### config.mk
export PLATFORM = sky130hd
export DESIGN_NAME = escaped_frame_receiver_core_flat
export DESIGN_NICKNAME = d
export VERILOG_FILES = /design/src/efr_pkg.sv /design/src/efr_if.sv /design/src/efr_cfg_regs.sv /design/src/efr_step_logic.sv /design/src/escaped_frame_receiver_core.sv /design/src/flat_wrapper.sv
export SDC_FILE = /design/constraint.sdc
export NUM_CORES = 1
export LEC_CHECK = 0
export ABC_AREA = 1
export BUFFER_PORTS_ARGS = -buffer_cell sky130_fd_sc_hd__buf_4
export CAP_MARGIN = 20
export CORE_MARGIN = 4
export CORE_UTILIZATION = 30
export CTS_CLUSTER_DIAMETER = 60
export DETAILED_ROUTE_END_ITERATION = 8
export PLACE_DENSITY = 0.53
export SLEW_MARGIN = 20
export SYNTH_ARGS = -nofsm -noshare
export SYNTH_HDL_FRONTEND = slang
export SYNTH_SLANG_ARGS = --single-unit
### constraint.sdc
create_clock -name i_clk -period 4.3 [get_ports i_clk]
set_clock_uncertainty 0.05 [all_clocks]
set_input_delay 0.215 -clock i_clk [delete_from_list [all_inputs] [get_ports i_clk]]
set_output_delay 0.215 -clock i_clk [all_outputs]
set_load 0.005 [all_outputs]
### src/efr_pkg.sv
`timescale 1ns / 1ps

package efr_pkg;

    localparam int PACKET_LEN = 64;
    localparam logic [7:0] LAST_SLOT = 8'(PACKET_LEN - 1);

    typedef enum logic [1:0] {
        KIND_NONE  = 2'd0,
        KIND_START = 2'd1,
        KIND_QUERY = 2'd2,
        KIND_BOOT  = 2'd3
    } t_kind;

    typedef enum logic [2:0] {
        EV_NONE     = 3'd0,
        EV_DISCOVER = 3'd1,
        EV_MESSAGE  = 3'd2,
        EV_BOOT     = 3'd3,
        EV_QUERY    = 3'd4
    } t_event;

    typedef enum logic [2:0] {
        CFG_ESCAPE     = 3'd0,
        CFG_START      = 3'd1,
        CFG_QUERY      = 3'd2,
        CFG_DISCOVER   = 3'd3,
        CFG_BOOTLOADER = 3'd4,
        CFG_STOP       = 3'd5
    } t_cfg_idx;

    typedef struct packed {
        logic [7:0] escape_code;
        logic [7:0] start_code;
        logic [7:0] query_code;
        logic [7:0] discover_code;
        logic [7:0] bootloader_code;
        logic [7:0] stop_code;
    } t_cfg;

    typedef struct packed {
        logic       escape_pending;
        t_kind      open_frame_kind;
        logic [7:0] stored_length;
        t_event     latched_event;
    } t_state;

    typedef struct packed {
        t_event     event_res;
        logic       byte_written;
        logic [7:0] byte_value;
        logic [7:0] byte_index;
        logic [7:0] frame_length;
        t_event     last_event_type;
    } t_result;

endpackage

### src/efr_if.sv
`timescale 1ns / 1ps

interface efr_in_if;
    logic       valid;
    logic       ready;
    logic [7:0] rx_byte;

    modport source (output valid, output rx_byte, input ready);
    modport sink (input valid, input rx_byte, output ready);
endinterface

interface efr_out_if;
    logic       valid;
    logic       ready;
    logic [2:0] event_res;
    logic       byte_written;
    logic [7:0] byte_value;
    logic [7:0] byte_index;
    logic [7:0] frame_length;
    logic [2:0] last_event_type;

    modport source (
        output valid, output event_res, output byte_written, output byte_value,
        output byte_index, output frame_length, output last_event_type, input ready
    );
    modport sink (
        input valid, input event_res, input byte_written, input byte_value,
        input byte_index, input frame_length, input last_event_type, output ready
    );
endinterface

### src/efr_cfg_regs.sv
`timescale 1ns / 1ps

module efr_cfg_regs (
    input  logic          i_clk,
    input  logic          i_rst_n,
    input  logic          i_we,
    input  logic [2:0]    i_idx,
    input  logic [7:0]    i_data,
    output efr_pkg::t_cfg o_cfg
);
    import efr_pkg::*;

    t_cfg r_cfg;

    always_ff @(posedge i_clk) begin
        if (!i_rst_n) begin
            r_cfg.escape_code     <= 8'd92;
            r_cfg.start_code      <= 8'd48;
            r_cfg.query_code      <= 8'd49;
            r_cfg.discover_code   <= 8'd50;
            r_cfg.bootloader_code <= 8'd51;
            r_cfg.stop_code       <= 8'd52;
        end else if (i_we) begin
            case (t_cfg_idx'(i_idx))
                CFG_ESCAPE:     r_cfg.escape_code     <= i_data;
                CFG_START:      r_cfg.start_code      <= i_data;
                CFG_QUERY:      r_cfg.query_code      <= i_data;
                CFG_DISCOVER:   r_cfg.discover_code   <= i_data;
                CFG_BOOTLOADER: r_cfg.bootloader_code <= i_data;
                CFG_STOP:       r_cfg.stop_code       <= i_data;
                default: begin
                end
            endcase
        end
    end

    assign o_cfg = r_cfg;

endmodule

### src/efr_step_logic.sv
`timescale 1ns / 1ps

module efr_step_logic (
    input  efr_pkg::t_cfg    i_cfg,
    input  efr_pkg::t_state  i_state,
    input  logic [7:0]       i_byte,
    output efr_pkg::t_state  o_state,
    output efr_pkg::t_result o_result
);
    import efr_pkg::*;

    logic       data;
    t_event     ev;
    logic [8:0] len_inc;
    t_state     n_state;

    always_comb begin
        n_state = i_state;
        ev      = EV_NONE;
        data    = 1'b1;
        len_inc = {1'b0, i_state.stored_length} + 9'd1;

        if (!i_state.escape_pending && i_byte == i_cfg.escape_code) begin
            n_state.escape_pending = 1'b1;
            data = 1'b0;
        end else if (i_state.escape_pending) begin
            n_state.escape_pending = 1'b0;
            data = 1'b0;
            if (i_byte == i_cfg.start_code) begin
                n_state.open_frame_kind = KIND_START;
                n_state.stored_length   = 8'd0;
            end else if (i_byte == i_cfg.query_code) begin
                n_state.open_frame_kind = KIND_QUERY;
                n_state.stored_length   = 8'd0;
            end else if (i_byte == i_cfg.discover_code) begin
                ev = EV_DISCOVER;
            end else if (i_byte == i_cfg.bootloader_code) begin
                n_state.open_frame_kind = KIND_BOOT;
                n_state.stored_length   = 8'd0;
            end else if (i_byte == i_cfg.stop_code) begin
                if (i_state.open_frame_kind == KIND_START) begin
                    ev = EV_MESSAGE;
                end else if (i_state.open_frame_kind == KIND_BOOT) begin
                    ev = EV_BOOT;
                end
                n_state.open_frame_kind = KIND_NONE;
            end else begin
                data = 1'b1;
            end
        end

        if (data) begin
            // index saturates at the last slot
            if (len_inc >= 9'(PACKET_LEN)) begin
                n_state.stored_length = LAST_SLOT;
            end else begin
                n_state.stored_length = len_inc[7:0];
            end
            if (i_state.open_frame_kind == KIND_QUERY) begin
                n_state.open_frame_kind = KIND_NONE;
                ev = EV_QUERY;
            end
        end

        if (ev != EV_NONE) begin
            n_state.latched_event = ev;
        end

        o_state                  = n_state;
        o_result.event_res       = ev;
        o_result.byte_written    = data;
        o_result.byte_value      = data ? i_byte : 8'd0;
        o_result.byte_index      = data ? i_state.stored_length : 8'd0;
        o_result.frame_length    = n_state.stored_length;
        o_result.last_event_type = n_state.latched_event;
    end

endmodule

### src/escaped_frame_receiver_core.sv
`timescale 1ns / 1ps

// channel   direction  payload
// i_rx      in         rx_byte
// o_res     out        event_res, byte_written, byte_value, byte_index,
//                      frame_length, last_event_type
// i_cfg_*   in         write enable, register index, 8-bit data
//
// one result per byte, valid once the byte has passed the input register and then the output register
// one byte per cycle sustained while o_res.ready holds; the frame state register closes the only loop
// synchronous active-low reset clears state and valid flags, reloads default codes
// a stalled result holds in the output register while one more byte waits
// in the input register; i_rx.ready drops only when both are full

module escaped_frame_receiver_core (
    input  logic        i_clk,
    input  logic        i_rst_n,
    efr_in_if.sink      i_rx,
    efr_out_if.source   o_res,
    input  logic        i_cfg_we,
    input  logic [2:0]  i_cfg_idx,
    input  logic [7:0]  i_cfg_data
);
    import efr_pkg::*;

    t_cfg       cfg;
    t_state     r_state;
    t_state     n_state;
    t_result    n_res;
    t_result    r_res;
    logic       r_in_valid;
    logic [7:0] r_in_byte;
    logic       r_out_valid;
    logic       advance;

    efr_cfg_regs u_cfg (
        .i_clk   (i_clk),
        .i_rst_n (i_rst_n),
        .i_we    (i_cfg_we),
        .i_idx   (i_cfg_idx),
        .i_data  (i_cfg_data),
        .o_cfg   (cfg)
    );

    efr_step_logic u_step (
        .i_cfg    (cfg),
        .i_state  (r_state),
        .i_byte   (r_in_byte),
        .o_state  (n_state),
        .o_result (n_res)
    );

    assign advance    = !r_out_valid || o_res.ready;
    assign i_rx.ready = !r_in_valid || advance;

    always_ff @(posedge i_clk) begin
        if (!i_rst_n) begin
            r_in_valid <= 1'b0;
        end else if (i_rx.ready) begin
            r_in_valid <= i_rx.valid;
        end
    end

    always_ff @(posedge i_clk) begin
        if (i_rx.ready && i_rx.valid) begin
            r_in_byte <= i_rx.rx_byte;
        end
    end

    always_ff @(posedge i_clk) begin
        if (!i_rst_n) begin
            r_out_valid           <= 1'b0;
            r_state.escape_pending  <= 1'b0;
            r_state.open_frame_kind <= KIND_NONE;
            r_state.stored_length   <= 8'd0;
            r_state.latched_event   <= EV_NONE;
        end else if (advance) begin
            r_out_valid <= r_in_valid;
            if (r_in_valid) begin
                r_state <= n_state;
            end
        end
    end

    always_ff @(posedge i_clk) begin
        if (advance && r_in_valid) begin
            r_res <= n_res;
        end
    end

    assign o_res.valid           = r_out_valid;
    assign o_res.event_res       = r_res.event_res;
    assign o_res.byte_written    = r_res.byte_written;
    assign o_res.byte_value      = r_res.byte_value;
    assign o_res.byte_index      = r_res.byte_index;
    assign o_res.frame_length    = r_res.frame_length;
    assign o_res.last_event_type = r_res.last_event_type;

endmodule

### src/flat_wrapper.sv
// flat-port wrapper written by rule: the top's interface ports become plain ports
module escaped_frame_receiver_core_flat import efr_pkg::*;
  (i_clk, i_rst_n, i_cfg_we, i_cfg_idx, i_cfg_data, i_rx_valid, i_rx_rx_byte, i_rx_ready, o_res_valid, o_res_event_res, o_res_byte_written, o_res_byte_value, o_res_byte_index, o_res_frame_length, o_res_last_event_type, o_res_ready);
  efr_in_if i_rx_i ();
  efr_out_if o_res_i ();
  input  logic i_clk;
  input  logic i_rst_n;
  input  logic i_cfg_we;
  input  logic [2:0] i_cfg_idx;
  input  logic [7:0] i_cfg_data;
  input wire logic [$bits(i_rx_i.valid)-1:0] i_rx_valid;
  input wire logic [$bits(i_rx_i.rx_byte)-1:0] i_rx_rx_byte;
  output wire logic [$bits(i_rx_i.ready)-1:0] i_rx_ready;
  output wire logic [$bits(o_res_i.valid)-1:0] o_res_valid;
  output wire logic [$bits(o_res_i.event_res)-1:0] o_res_event_res;
  output wire logic [$bits(o_res_i.byte_written)-1:0] o_res_byte_written;
  output wire logic [$bits(o_res_i.byte_value)-1:0] o_res_byte_value;
  output wire logic [$bits(o_res_i.byte_index)-1:0] o_res_byte_index;
  output wire logic [$bits(o_res_i.frame_length)-1:0] o_res_frame_length;
  output wire logic [$bits(o_res_i.last_event_type)-1:0] o_res_last_event_type;
  input wire logic [$bits(o_res_i.ready)-1:0] o_res_ready;
  assign i_rx_i.valid = i_rx_valid;
  assign i_rx_i.rx_byte = i_rx_rx_byte;
  assign i_rx_ready = i_rx_i.ready;
  assign o_res_valid = o_res_i.valid;
  assign o_res_event_res = o_res_i.event_res;
  assign o_res_byte_written = o_res_i.byte_written;
  assign o_res_byte_value = o_res_i.byte_value;
  assign o_res_byte_index = o_res_i.byte_index;
  assign o_res_frame_length = o_res_i.frame_length;
  assign o_res_last_event_type = o_res_i.last_event_type;
  assign o_res_i.ready = o_res_ready;
  escaped_frame_receiver_core u_core (.i_clk(i_clk), .i_rst_n(i_rst_n), .i_rx(i_rx_i), .o_res(o_res_i), .i_cfg_we(i_cfg_we), .i_cfg_idx(i_cfg_idx), .i_cfg_data(i_cfg_data));
endmodule
==> results_dict.tcl <==
set metrics [dict create \
    clk_pin_slew_ns 0.07 \
    cp_top_family "simple AND/OR/NAND/NOR gates" \
    syn_area_um2 4970 \
    yosysWarnings 0 \
    critical_path.startpoint "u_core.r_in_byte[5]" \
    hold_ws_ns 0.0790 \
    yosys.area_share.simple 0.268 \
    wl_met3_um 595 \
    final_cell_mix "nand2_1 (152), nor2_1 (65), inv_1 (64), dfxtp_1 (64), buf_4 (57)" \
    crit_top_cell "nand2_1" \
    synth_xor_area_frac 0.0476 \
    rsz0062_at_grt "false" \
    cp_max_fo 25 \
    syn_inst 605 \
    syn-num-nets 631 \
    crit_type "reg2reg" \
    wl_met2_mm 5.47 \
    grt_use_total 0.133 \
    synth-seq-area-share 0.494 \
    powerDensity_nw_per_um2 358 \
    fp-row-count 46 \
    start_util 0.309 \
    ios 57 \
    dpl_cell_area_um2 5510 \
    drc_errors 0 \
    top_layer_used "met4" \
    synthArstFlopShare 0 \
    fmax_ghz 0.414 \
    ys.flop_type "dfxtp_1" \
    p_switching_uw 509 \
    synthTopCellsByArea "dfxtp_1 (26%), edfxtp_1 (24%), nand2_1 (11%)" \
    outcome "finished clean" \
    setup_tns_ns 0 \
    worstPathCellList "xnor2_1, nand2_1, nor2_2, nand2_2, nand2_2, o21bai_4, nand2_4, inv_4, nand2_1, nand2_1" \
    slew_viol_final 0 \
    htree_levels 3 \
    worst_pin_slew_ns 0.838 \
    yosys_register_bits 103 \
    drive_gt1_frac 0.169 \
    cts-root-buf "clkbuf_16" \
    worstHoldPathType "in2reg" \
    design_area_um2 5870 \
    synth_top_area_frac 0.258 \
    power.internal_uw 1590 \
    synth_top_family_by_area "simple AND/OR/NAND/NOR gates" \
    avgSynthCellArea_um2 8.21 \
    area_growth_pct 18.2 \
    clk_path_buf_depth 2 \
    fin_crit_sh 0.562 \
    synth_cell_type_count 36 \
    ant_nets 0 \
    wl_per_cell_um 13.2 \
    crit_path_end_kind "register" \
    grt_max_degree 50 \
    p_comb_frac 0.104 \
    cts_sinks 103 \
    die-area_um2 18700 \
    dieHeight_um 137 \
    drtIter0Drc 179 \
    wl_met1_mm 5.39 \
    synthAdderAreaFrac 0.00504 \
    hpwl_mm 8.71 \
    switching_share 0.242 \
    grt_pass1_vias 3924 \
    slew_headroom 0.439 \
    coreArea_um2 16100 \
    p_seq_frac 0.521 \
    critPathBufInv 1 \
    final_common_cell "nand2_1" \
    die_x_um 137 \
    drv_cap 0 \
    fin_nets 688 \
    layout_min_cycle_time_ns 2.42 \
    portBuffers 56 \
    vdd_drop_max_uv 195 \
    grt_overflow 0 \
    antenna_found_initial 0 \
    slowest_stage "edfxtp_1" \
    firstDrtPassIters 5 \
    synth_edf_count 39 \
    cts_tree "built" \
    n_antenna_cell 0 \
    crit_path_start_kind "register" \
    max_stage_delay_ns 0.60 \
    setup_viol 0 \
    vias 3992 \
    worst-endpoint-required_ns 4.36 \
    synth_compound_area_frac 0.0927 \
    finalHoldViolCount 0 \
    synth_mux_area_frac 0 \
    cts_inserted_buffers 9 \
    wirelength_mm 11.7 \
    clkPwrFrac 0.375 \
    grt_pass1_wl_mm 19.3 \
    power_leakage_uw 0.00255 \
    clk_latency_ns 0.35 \
    synth_largest_area_cell "dfxtp_1" \
    hold_start "i_cfg_data[4]" \
    worstPathArrival_ns 2.47 \
    vias_per_cell 4.52 \
    reg2reg_from "u_core.r_in_byte[5]" \
    place.gp.congestion 0.895 \
]
[worst min-delay path: cells and delay by family]
family	cells	cell delay [ns]
buffers and inverters	1	0.12
and+or+nand+nor	2	0.11
[logic make-up (layout without fill, tap and decap cells)]
kind of cell    after synthesis  count (layout)
buf+inv                      95             157
xor+xnor                     27              27
fa+ha+maj                     2               2
simple gates                296             296
compound gates               82              82
flops                       103             103
[state kept, by name, summed over array words and instances (netlist names)]
signal	count
u_core.u_cfg.o_cfg	48
u_core.r_state	14
u_core.o_res.byte_index	8
u_core.o_res.byte_value	8
u_core.o_res.frame_length	8
u_core.r_in_byte	8
u_core.o_res.event_res	3
u_core.o_res.last_event_type	3
u_core.o_res.byte_written	1
u_core.o_res.valid	1
u_core.r_in_valid	1
[layer usage]
metal | track usage | up-vias
met4 | 0.0370 | 0
met2 | 0.223 | 99
met5 | 0 | -
met3 | 0.0382 | 16
li1 | - | 2046
met1 | 0.167 | 1831
[stage by stage]
step                      setup WS (ns)  cells  power [uW]  utilization
after detailed placement           1.88    859        1330        0.343
after CTS                          1.87    883        2130        0.366
final                              1.88    883        2100        0.366
after global placement             1.90    859        1330        0.343
after global routing               1.64    883        2210        0.366
after floorplan                    2.15    605        1250            -
[synthesized netlist by cell type (5+ instances only)]
cell type and n:
nand2_2 8, inv_4 5, o21ai_0 37, a21oi_1 32, buf_6 8, nand3_1 41
nand4_1 5, clkbuf_1 8, edfxtp_1 39, xnor2_1 20, nor2_1 65, dfxtp_1 64
inv_1 64, o211ai_1 6, nor2_4 10, nand2_1 152, xor2_1 7
[layout make-up]
class                      instances  area (um^2)
fill                            1640        10200
clock inverter                     4         17.5
inverter                          76          303
clock buffer                      12          268
sequential                       103         2450
tap                              216          270
timing repair buffer              65          508
multi-input combinational        407         2050
[timing repair]
action | in CTS | in global routing
endpoints found under the setup margin | 0 | 0
hold buffers | 8 | 0
resized for setup | 0 | 0
endpoints found under the hold margin | 8 | 0
setup buffers | 0 | 0
[path summary, 6_finish.rpt]
path	to	slack (ns)	depth (start not counted)
setup reg to reg	u_core.o_res.frame_length[5]	1.88	10
setup / recovery	u_core.o_res.frame_length[5]	1.88	10
hold reg to reg	u_core.u_cfg.o_cfg[25]	0.42	2
hold / removal	u_core.u_cfg.o_cfg[44]	0.08	3
[power groups by stage]
stage	Sequential, uW	Combinational, uW	Clock [uW]
after floorplan	1100	152	0
after global placement	1110	213	0
after detailed placement	1110	216	0
after CTS	1090	222	817
after global routing	1100	249	861
final	1090	219	788
No activity file was read; power rests on OpenSTA's default activity.
